### config.mk
export PLATFORM = sky130hd
export DESIGN_NAME = whb_ctrl
export DESIGN_NICKNAME = d
export VERILOG_FILES = /design/src/rtl/whb_pkg.sv /design/src/rtl/whb_ctrl.sv
export SDC_FILE = /design/constraint.sdc
export NUM_CORES = 1
export LEC_CHECK = 0
export ABC_AREA = 1
export BUFFER_PORTS_ARGS = -buffer_cell sky130_fd_sc_hd__buf_2
export CAP_MARGIN = 20
export CORE_AREA = 2 2 39 41
export CTS_BUF_LIST = sky130_fd_sc_hd__clkbuf_2 sky130_fd_sc_hd__clkbuf_4 sky130_fd_sc_hd__clkbuf_8
export CTS_CLUSTER_SIZE = 12
export DETAILED_ROUTE_END_ITERATION = 10
export DIE_AREA = 0 0 41 43
export GPL_TIMING_DRIVEN = 1
export MAX_ROUTING_LAYER = met4
export PLACE_DENSITY = 0.32
export SLEW_MARGIN = 20
export SYNTH_ARGS = -nofsm -noshare
export SYNTH_HDL_FRONTEND = slang
export SYNTH_SLANG_ARGS = --single-unit
### constraint.sdc
create_clock -name clk -period 2.2 [get_ports clk]
set_input_delay 0.11 -clock clk [delete_from_list [all_inputs] [get_ports clk]]
set_output_delay 0.11 -clock clk [all_outputs]
set_load 0.005 [all_outputs]
### src/rtl/whb_pkg.sv
package whb_pkg;

	localparam int BIN_COUNT  = 1024;
	localparam int IDX_W      = $clog2(BIN_COUNT);
	localparam int ACC_BITS   = 48;
	localparam int USED_W     = 11;
	localparam int CFG_IDX_W  = 1;
	localparam int CFG_DATA_W = 11;

	localparam logic KIND_ADD  = 1'b0;
	localparam logic KIND_READ = 1'b1;

	localparam logic [1:0] STAT_OK    = 2'd0;
	localparam logic [1:0] STAT_NEG   = 2'd1;
	localparam logic [1:0] STAT_RANGE = 2'd2;

	localparam logic [CFG_IDX_W-1:0] CFG_WMODE  = 1'd0;
	localparam logic [CFG_IDX_W-1:0] CFG_MINLEN = 1'd1;

	typedef struct packed {
		logic               kind;
		logic signed [31:0] bin_index;
		logic signed [31:0] weight;
		logic               last_read;
	} item_t;

	typedef struct packed {
		logic        [1:0]          status;
		logic signed [ACC_BITS-1:0] bin_total;
		logic        [USED_W-1:0]   bins_used;
	} result_t;

	typedef struct packed {
		logic clear;
		logic load;
		logic exec;
	} cmd_t;

	typedef struct packed {
		logic clear_done;
	} sts_t;

endpackage

### src/rtl/whb_ctrl.sv
module whb_ctrl (
	input  logic          clk,
	input  logic          arst_n,
	input  logic          start,
	output logic          busy,
	output whb_pkg::cmd_t cmd,
	input  whb_pkg::sts_t sts
);

	typedef enum logic [1:0] {S_CLEAR, S_IDLE, S_EXEC} state_t;

	state_t state_q;
	logic   busy_q;

	always_ff @(posedge clk or negedge arst_n) begin
		if (!arst_n) begin
			state_q <= S_CLEAR;
			busy_q  <= 1'b1;
		end else begin
			unique case (state_q)
				S_CLEAR: begin
					if (sts.clear_done) begin
						state_q <= S_IDLE;
						busy_q  <= 1'b0;
					end
				end
				S_IDLE: begin
					if (start) begin
						state_q <= S_EXEC;
						busy_q  <= 1'b1;
					end
				end
				S_EXEC: begin
					state_q <= S_IDLE;
					busy_q  <= 1'b0;
				end
				default: begin
					state_q <= S_IDLE;
					busy_q  <= 1'b0;
				end
			endcase
		end
	end

	assign busy      = busy_q;
	assign cmd.clear = (state_q == S_CLEAR);
	assign cmd.load  = (state_q == S_IDLE) && start;
	assign cmd.exec  = (state_q == S_EXEC);

	a_clear_busy: assert property (@(posedge clk) disable iff (!arst_n)
		(state_q == S_CLEAR) |-> busy_q)
		else $error("busy low during the clearing pass");

	a_load_exec: assert property (@(posedge clk) disable iff (!arst_n)
		cmd.load |=> (state_q == S_EXEC))
		else $error("accepted transaction did not enter execution");

	a_exec_once: assert property (@(posedge clk) disable iff (!arst_n)
		(state_q == S_EXEC) |=> (state_q == S_IDLE && !busy_q))
		else $error("execution lasted more than one cycle");

endmodule

[Yosys cells after proc, flatten, opt, wreduce, memory -nomap -nowiden]
Cells that the tools add are included.
W data, S select, Z words.
Cells by class
  add/subtract/negate cells: 0
  multipliers: 0
  divide/modulo/power cells: 0
  $lt $le $gt $ge: 0
  eq/ne operators: 4
  shift-type cells: 0
  muxes and demuxes: 6
  bitwise gates (word level): 0
  reductions and logical operators: 3
Operator list (count)
  $mux W2: 2
  $pmux W2 S2: 1
  $eq A2 B1 Y1 const B: 1
  $eq A2 B2 Y1 const B: 1
  $logic_not A2 Y1: 1
  $mux W1: 2
  $ne A2 B1 Y1 const B: 1
  $ne A2 B2 Y1 const B: 1
  $pmux W1 S2: 1
  $reduce_and A2 Y1: 1
  $logic_and A1 B1 Y1: 1
Word-level totals
  bits in registers: 3
  latch bits: 0
  bits in writable memories: 0
  memory bits (read-only): 0
  input port bits: 4
  output and inout bits: 4
  word-level logic and storage cells: 15
  memories: 0

[Longest topological paths before layout]
Gate-level depths: netlist of run 1.
  word-level depth: 3
  mapped depth: 5
  gate-level depth less buffers: 5

[Worst setup path before layout of run 1]
No wires, ideal clock.
  kind: register to register
  start: register state_q[1]
  end: register state_q[0]
  library setup time: 0.121 ns
  data arrival time: 0.657 ns
  data required time: 2.079 ns
  setup slack: 1.422 ns
  stages on the path, launching flop included: 3
  buffers on the path: 0
  clock period less this slack: 0.778 ns
  cell sequence: dfrtp_1 -> nor3_1 -> nor2_2
On the way
  longest elaborated chain between the ends: 3
  elaborated cells on any way between the ends: 6
  those cells by class: eq/ne (3); mux (1); reduce/logical (2)
Ends and longest elaborated chain
  start, declared: RTL line whb_ctrl.sv:12  | state_t state_q;
  start signal, assigned: RTL line whb_ctrl.sv:17  | state_q <= S_CLEAR;
  start signal, assigned: RTL line whb_ctrl.sv:23  | state_q <= S_IDLE;
  start signal, assigned: RTL line whb_ctrl.sv:29  | state_q <= S_EXEC;
  $eq A2 B1 Y1 or $logic_not A2 Y1 (tied branches): RTL line whb_ctrl.sv:20  | unique case (state_q)
  $ne A2 B2 Y1 (no source line) or $ne A2 B1 Y1 (tied branches)
  $reduce_and A2 Y1 (no source line)
Several ways; a longest one is shown, not always the timed one.
A chain may end at the register's enable or synchronous reset.

==> run metrics, run 1 <==
Clk pin slew, worst setup/hold paths=0.04 ns; clock latency on the worst-skew pair=0.23 ns; initial antenna violation count=0; Synth-to-Final Area Change=66.09%; first-pass GRT wire length=621 microns; HP Start=sts; H-Tree Depth=1; met2 WL=98 microns; vias per inst=between 3 and 4; fin worst setup slack=around 1.1 ns; pwr dens=1132 nW/um^2; Crit Path Class=reg2out; # clock sinks=3; layout cells sized above 1=58.62%; Hold EP=busy$_DFFE_PN1P_; 1st-iter DRT viols=1; area of the multi-input gates=45.04 sq um; root buffer cell=clkbuf_4; final wirelength=around 350 microns; vias in the first global route=158; Setup WS pre-CTS=1.331 ns; dpl cells=40; core area=1384 sq um; largest net degree at the start of global routing=6; diode count=0; Remaining DRCs=0; Rel. slew slack=85.79%; post-route clock period utilization=50.42%; FF-to-FF End=state_q[0]$_DFFE_PN0P_; die width=between 40 and 50 microns; Ys Warns=0; post-synthesis cell type count=10; ranking of synthesized cells by area=dfrtp_1 (35%), dfstp_2 (18%), inv_1 (10%), nand3_2 (7.0%), a21oi_2 (6.1%); Fin Clk Skew=roughly 0.0018 ns; Post-Syn Instances=17; Die Y=43 microns; slew of the pin with the lowest slew margin=0.2115 ns; average wire per standard cell=7.667 microns; Hold WS=roughly 0.13 ns; VDD IR max=0.0003243 V; Top Metal Used=met4; worst min path class=in2reg; routed via count=~140; Synth area leader=dfrtp_1; Inserted Clock Buffers=3; max cap viols=0; critical path peak fanout=4; Fin. Hold Viols=0; CTS Buffer Depth=2; Worst R2R Start=state_q[1]$_DFFE_PN0P_; I/O Pins=8; Crit path arrival time=1.00 ns; nets=34; Register Area=approximately 76 sq um; Congestion Overflow GR=0; drt first pass iters=2; wire length on met3=63 microns; Antenna Nets Post-Route=0; Critical Path Start Type=register; worst reg-to-reg setup slack=1.37 ns; met1 WL=175 microns; fin crit period=1.109 ns; synthesized area per cell=about 8.5 sq um; Max Freq=901.5 MHz; Core Util, Final=17.27%; sequential area share after synthesis=approximately 53%; fill count=around 150; GRT Resource Usage Total=6.398%; # rows=14; routability cong.=~0.57; Layout Cells excl Fill=45; leakage power=roughly 0.14 nW; Post-Syn Area=around 140 sq um; Buffers on Ports=7; Crit. End Element=output pin; Setup TNS Final=0 ns; Final Max Tran Viols=0; worst path required time=~2.1 ns; HPWL after DPL=246.3 microns; register bit total from synthesis=3; Synth top area share=34.78%; Starting Density=10.40%; outcome=finished, final reports clean; Worst R2R Path Depth=2; CTS tree=yes; Hold Crit Depth=4; syn_nets=21; RSZ-0062 raised after global routing=false; die area=1763 sq um; Final setup violation count=0
[registers in the layout, indices dropped and copies added, names as in the netlist]
name and count:
busy 1, state_q 2
[layout by cell type, fill, tap and decap left out]
master         n
nor2_2         1
clkbuf_4       4
dfstp_2        1
inv_2          2
dlygate4sd3_1  1
buf_2          7
nand2_1        2
inv_1          4
nand3_2        1
a21oi_2        1
nor3_1         1
nor2_1         2
dfrtp_1        2
[Yosys cell counts]
library cell and n:
inv_1 4, dfrtp_1 2, inv_2 2, nand2_1 2, nor2_1 2, a21oi_2 1, dfstp_2 1, nand3_2 1
nor2_2 1, nor3_1 1
[routing by layer]
layer,GRT usage (%),up-vias
met2,5.625,10
met3,7.853,2
li1,-,71
met1,7.468,59
met5,-,-
met4,4.000,0
[power breakdown]
group	switching [mW]	internal, mW
combinational	0.0351	0.0313
clock	0.0318	0.0805
sequential	0.0154	0.0765
total	0.0823	0.188
[cell type report]
class / instances / share of cell area (%)
Clock buffer: 4 / 12.57
Inverter: 6 / 9.424
Multi-Input combinational cell: 8 / 18.85
Sequential cell: 3 / 31.94
Tap cell: 16 / 8.377
Timing Repair Buffer: 8 / 18.85
[kinds of logic after synthesis]
| kind of cell | Yosys count | share of synthesized area, % |
|---|---|---|
| buffers and inverters | 6 | 15.65 |
| AOI/OAI and AO/OA | 1 | 6.088 |
| and+or+nand+nor | 7 | 25.22 |
| DFF | 3 | 53.05 |
[critical path, cell delays in order, from the launching register on]
cell	delay, ns
dfrtp_1	0.42
inv_2	0.08
nand3_2	0.09
inv_2	0.08
buf_2	0.10
[worst max-delay path by stage]
stage	startpoint	to	slack (ns)	cells after the start
after detailed placement	state_q[1]$_DFFE_PN0P_	cmd[1]	1.33	4
after floorplan	state_q[1]$_DFFE_PN0P_	state_q[0]$_DFFE_PN0P_	1.42	2
after global placement	state_q[1]$_DFFE_PN0P_	cmd[1]	1.36	4
after CTS	state_q[1]$_DFFE_PN0P_	cmd[1]	1.07	4
after global routing	state_q[1]$_DFFE_PN0P_	cmd[1]	0.99	4
final	state_q[1]$_DFFE_PN0P_	cmd[1]	1.09	4
[stage by stage]
step	power (mW)	area (sq um)
floorplan	0.1288	143.9
global placement	0.1551	198.9
detailed placement	0.1584	198.9
CTS	0.2775	239.0
global route	0.3002	239.0
finish	0.2706	239.0
[repair_timing]
action,4_1_cts,5_1_grt
hold buffers,1,0
hold endpoints to repair,3,0
buffers inserted,0,0
gates resized for setup,0,0
(Power assumes the default switching activity.)
==> run 2, diff against run 1 <==
--- a/config.mk
+++ b/config.mk
@@ -15,7 +15,7 @@
 export DIE_AREA = 0 0 41 43
 export GPL_TIMING_DRIVEN = 1
 export MAX_ROUTING_LAYER = met4
-export PLACE_DENSITY = 0.32
+export PLACE_DENSITY = 0.33
 export SLEW_MARGIN = 20
 export SYNTH_ARGS = -nofsm -noshare
 export SYNTH_HDL_FRONTEND = slang
==> constraint.sdc (replaced) <==
create_clock -name clk -period 1 [get_ports clk]
set_input_delay 0.05 -clock clk [delete_from_list [all_inputs] [get_ports clk]]
set_output_delay 0.05 -clock clk [all_outputs]
set_load 0.005 [all_outputs]
==> run 2 against run 1 <==
  * Combinational power rose to 3.3 times the previous value
  * First-iteration DRC count grew to 9.0 times the previous value
  * Global-route usage is 0.22 points lower
  * Sequential power increased by 110%
  * Die area is the same
  * Non-clock buffer count is 5 higher
  * Critical path depth unchanged
  * Final area increased by 18%
  * Via count is 11% higher
  * Sequential share of layout area down 4.9 points
  * Register-to-register slack got worse by 1.3 ns
  * Flip-flop and latch count unchanged
  * Critical path type unchanged
  * Largest cell class is now buffers
  * Largest power group unchanged
==> run metrics, run 2 (synthesis gave the netlist of run 1 again) <==
outcome=finished, final reports clean; commonest non-fill, non-tap cells in the layout=buf_2 (6), buf_4 (5), inv_1 (4), clkbuf_4 (4); first-pass GRT wire length=627 microns (+0.97%); Final Max Tran Viols=0 (unchanged); worst path required time=0.95 ns (-1.14 ns); Max Freq=1006 MHz; vias in the first global route=179 (+13%); HPWL after DPL=250.4 microns (+1.7%); diode count=0 (unchanged); Fin Clk Skew=0.003688 ns (+0.001922 ns); Antenna Nets Post-Route=0 (unchanged); Fin. Hold Viols=0 (unchanged); I/O Pins=8 (unchanged); Synth-to-Final Area Change=96.52%; average wire per standard cell=6.700 microns (-13%); layout cells sized above 1=64.71% (+6.1 points); pwr dens=2306 nW/um^2 (+100%); routed via count=158 (+11%); CTS tree=yes; final wirelength=335 microns (-2.9%); initial antenna violation count=0 (unchanged); Die Y=43 microns (unchanged); most common cell after layout, fill and taps aside=buf_2; die area=1763 sq um (unchanged); Remaining DRCs=0 (unchanged); root buffer cell=clkbuf_4; Buffers on Ports=7 (unchanged); Core Util, Final=20.43% (+3.2 points); slew of the pin with the lowest slew margin=0.2236 ns (+0.01203 ns); vias per inst=3.160 (+0.14%); Rel. slew slack=84.98% (-0.81 points); post-route cell area=282.8 sq um (+18%); Final setup violation count=0 (unchanged); CTS Buffer Depth=2 (unchanged); routability cong.=0.6352 (+12%); 1st-iter DRT viols=9 (+8); # clock sinks=3 (unchanged); nets=39 (+15%); Congestion Overflow GR=0 (unchanged); Critical Path Start Type=register; fin worst setup slack=0.006209 ns (-1.084 ns); core area=1384 sq um (unchanged); clock latency on the worst-skew pair=0.23 ns (about the same); worst min path class=in2reg; VDD IR max=0.0004595 V (+42%); Crit path arrival time=0.94 ns (-0.06 ns); critical path peak fanout=3 (-1); largest net degree at the start of global routing=6 (unchanged); Crit Path Class=reg2out; # rows=14 (unchanged); Setup WS pre-CTS=0.1764 ns (-1.154 ns); max reg flops=2 (unchanged); placed inst area=198.9 sq um (unchanged); Inserted Clock Buffers=3 (unchanged); Layout Cells excl Fill=50 (+11%); drt first pass iters=2 (unchanged); Starting Density=10.40% (unchanged); Crit. End Element=output pin; dpl cells=40 (unchanged); fin crit period=0.9938 ns; Largest Register=state_q; Clk pin slew, worst setup/hold paths=0.04 ns (about the same); die width=41 microns (unchanged); H-Tree Depth=1 (unchanged); post-route clock period utilization=99.38%; RSZ-0062 raised after global routing=true; leakage power=0.1672 nW (+18%); max cap viols=0 (unchanged); GRT Resource Usage Total=6.179% (-0.22 points)
## run 2: repair_timing
item,CTS,global route
setup endpoints to repair,1,2
hold endpoints to repair,3,0
buffers inserted,3,2
resized for setup,1,0
hold buffers,1,0
pin swaps,0,0
gates cloned,0,0
## run 2: worst max-delay path, cell delays in order (launching register included)
cell	delay, ns
dfrtp_1	0.40
inv_2	0.07
nand3_2	0.08
inv_2	0.08
buf_6	0.09
## run 2: worst paths after layout
path	start	endpoint	slack [ns]	cells after the start
min reg2reg	busy$_DFFE_PN1P_	busy$_DFFE_PN1P_	0.52	4
min	sts	busy$_DFFE_PN1P_	0.06	4
min in group asynchronous	arst_n	state_q[1]$_DFFE_PN0P_	0.14	2
max in group asynchronous	arst_n	busy$_DFFE_PN1P_	0.66	2
max reg2reg	state_q[1]$_DFFE_PN0P_	state_q[0]$_DFFE_PN0P_	0.05	6
max	state_q[1]$_DFFE_PN0P_	cmd[1]	0.006	4
## run 2: cell type report
cell class                      instances  area (sq um)
Inverter                                6         22.52
Sequential cell                         3         76.32
Multi-Input combinational cell          8         45.04
Timing Repair Buffer                   13         88.84
Clock buffer                            4         30.03
Fill cell                             166          1101
Tap cell                               16         20.02
## run 2: power by group
| group | internal, mW | leakage (nW) | total, mW | switching (mW) |
|---|---|---|---|---|
| clock network | 0.176 | 0.0184 | 0.237 | 0.0608 |
| logic | 0.127 | 0.115 | 0.218 | 0.0913 |
| registers | 0.168 | 0.0342 | 0.197 | 0.0284 |
| total | 0.472 | 0.167 | 0.652 | 0.180 |
## run 2: through the flow
step / TNS (ns) / power [mW] / hold WS (ns)
floorplan: 0 / 0.2834 / -0.2456
global placement: 0 / 0.3445 / -0.1529
finish: 0 / 0.6520 / 0.05878
CTS: -0.003252 / 0.6415 / 0.05308
global route: -0.07251 / 0.7103 / 0.06975
detailed placement: 0 / 0.3457 / -0.1498
## run 2: per-layer routing
layer	vias to the layer above	share of wire, %	track usage (%)
met4	0	0	4.000
li1	81	-	-
met3	0	10	6.283
met2	8	45	7.813
met1	69	44	5.484
met5	-	0	-
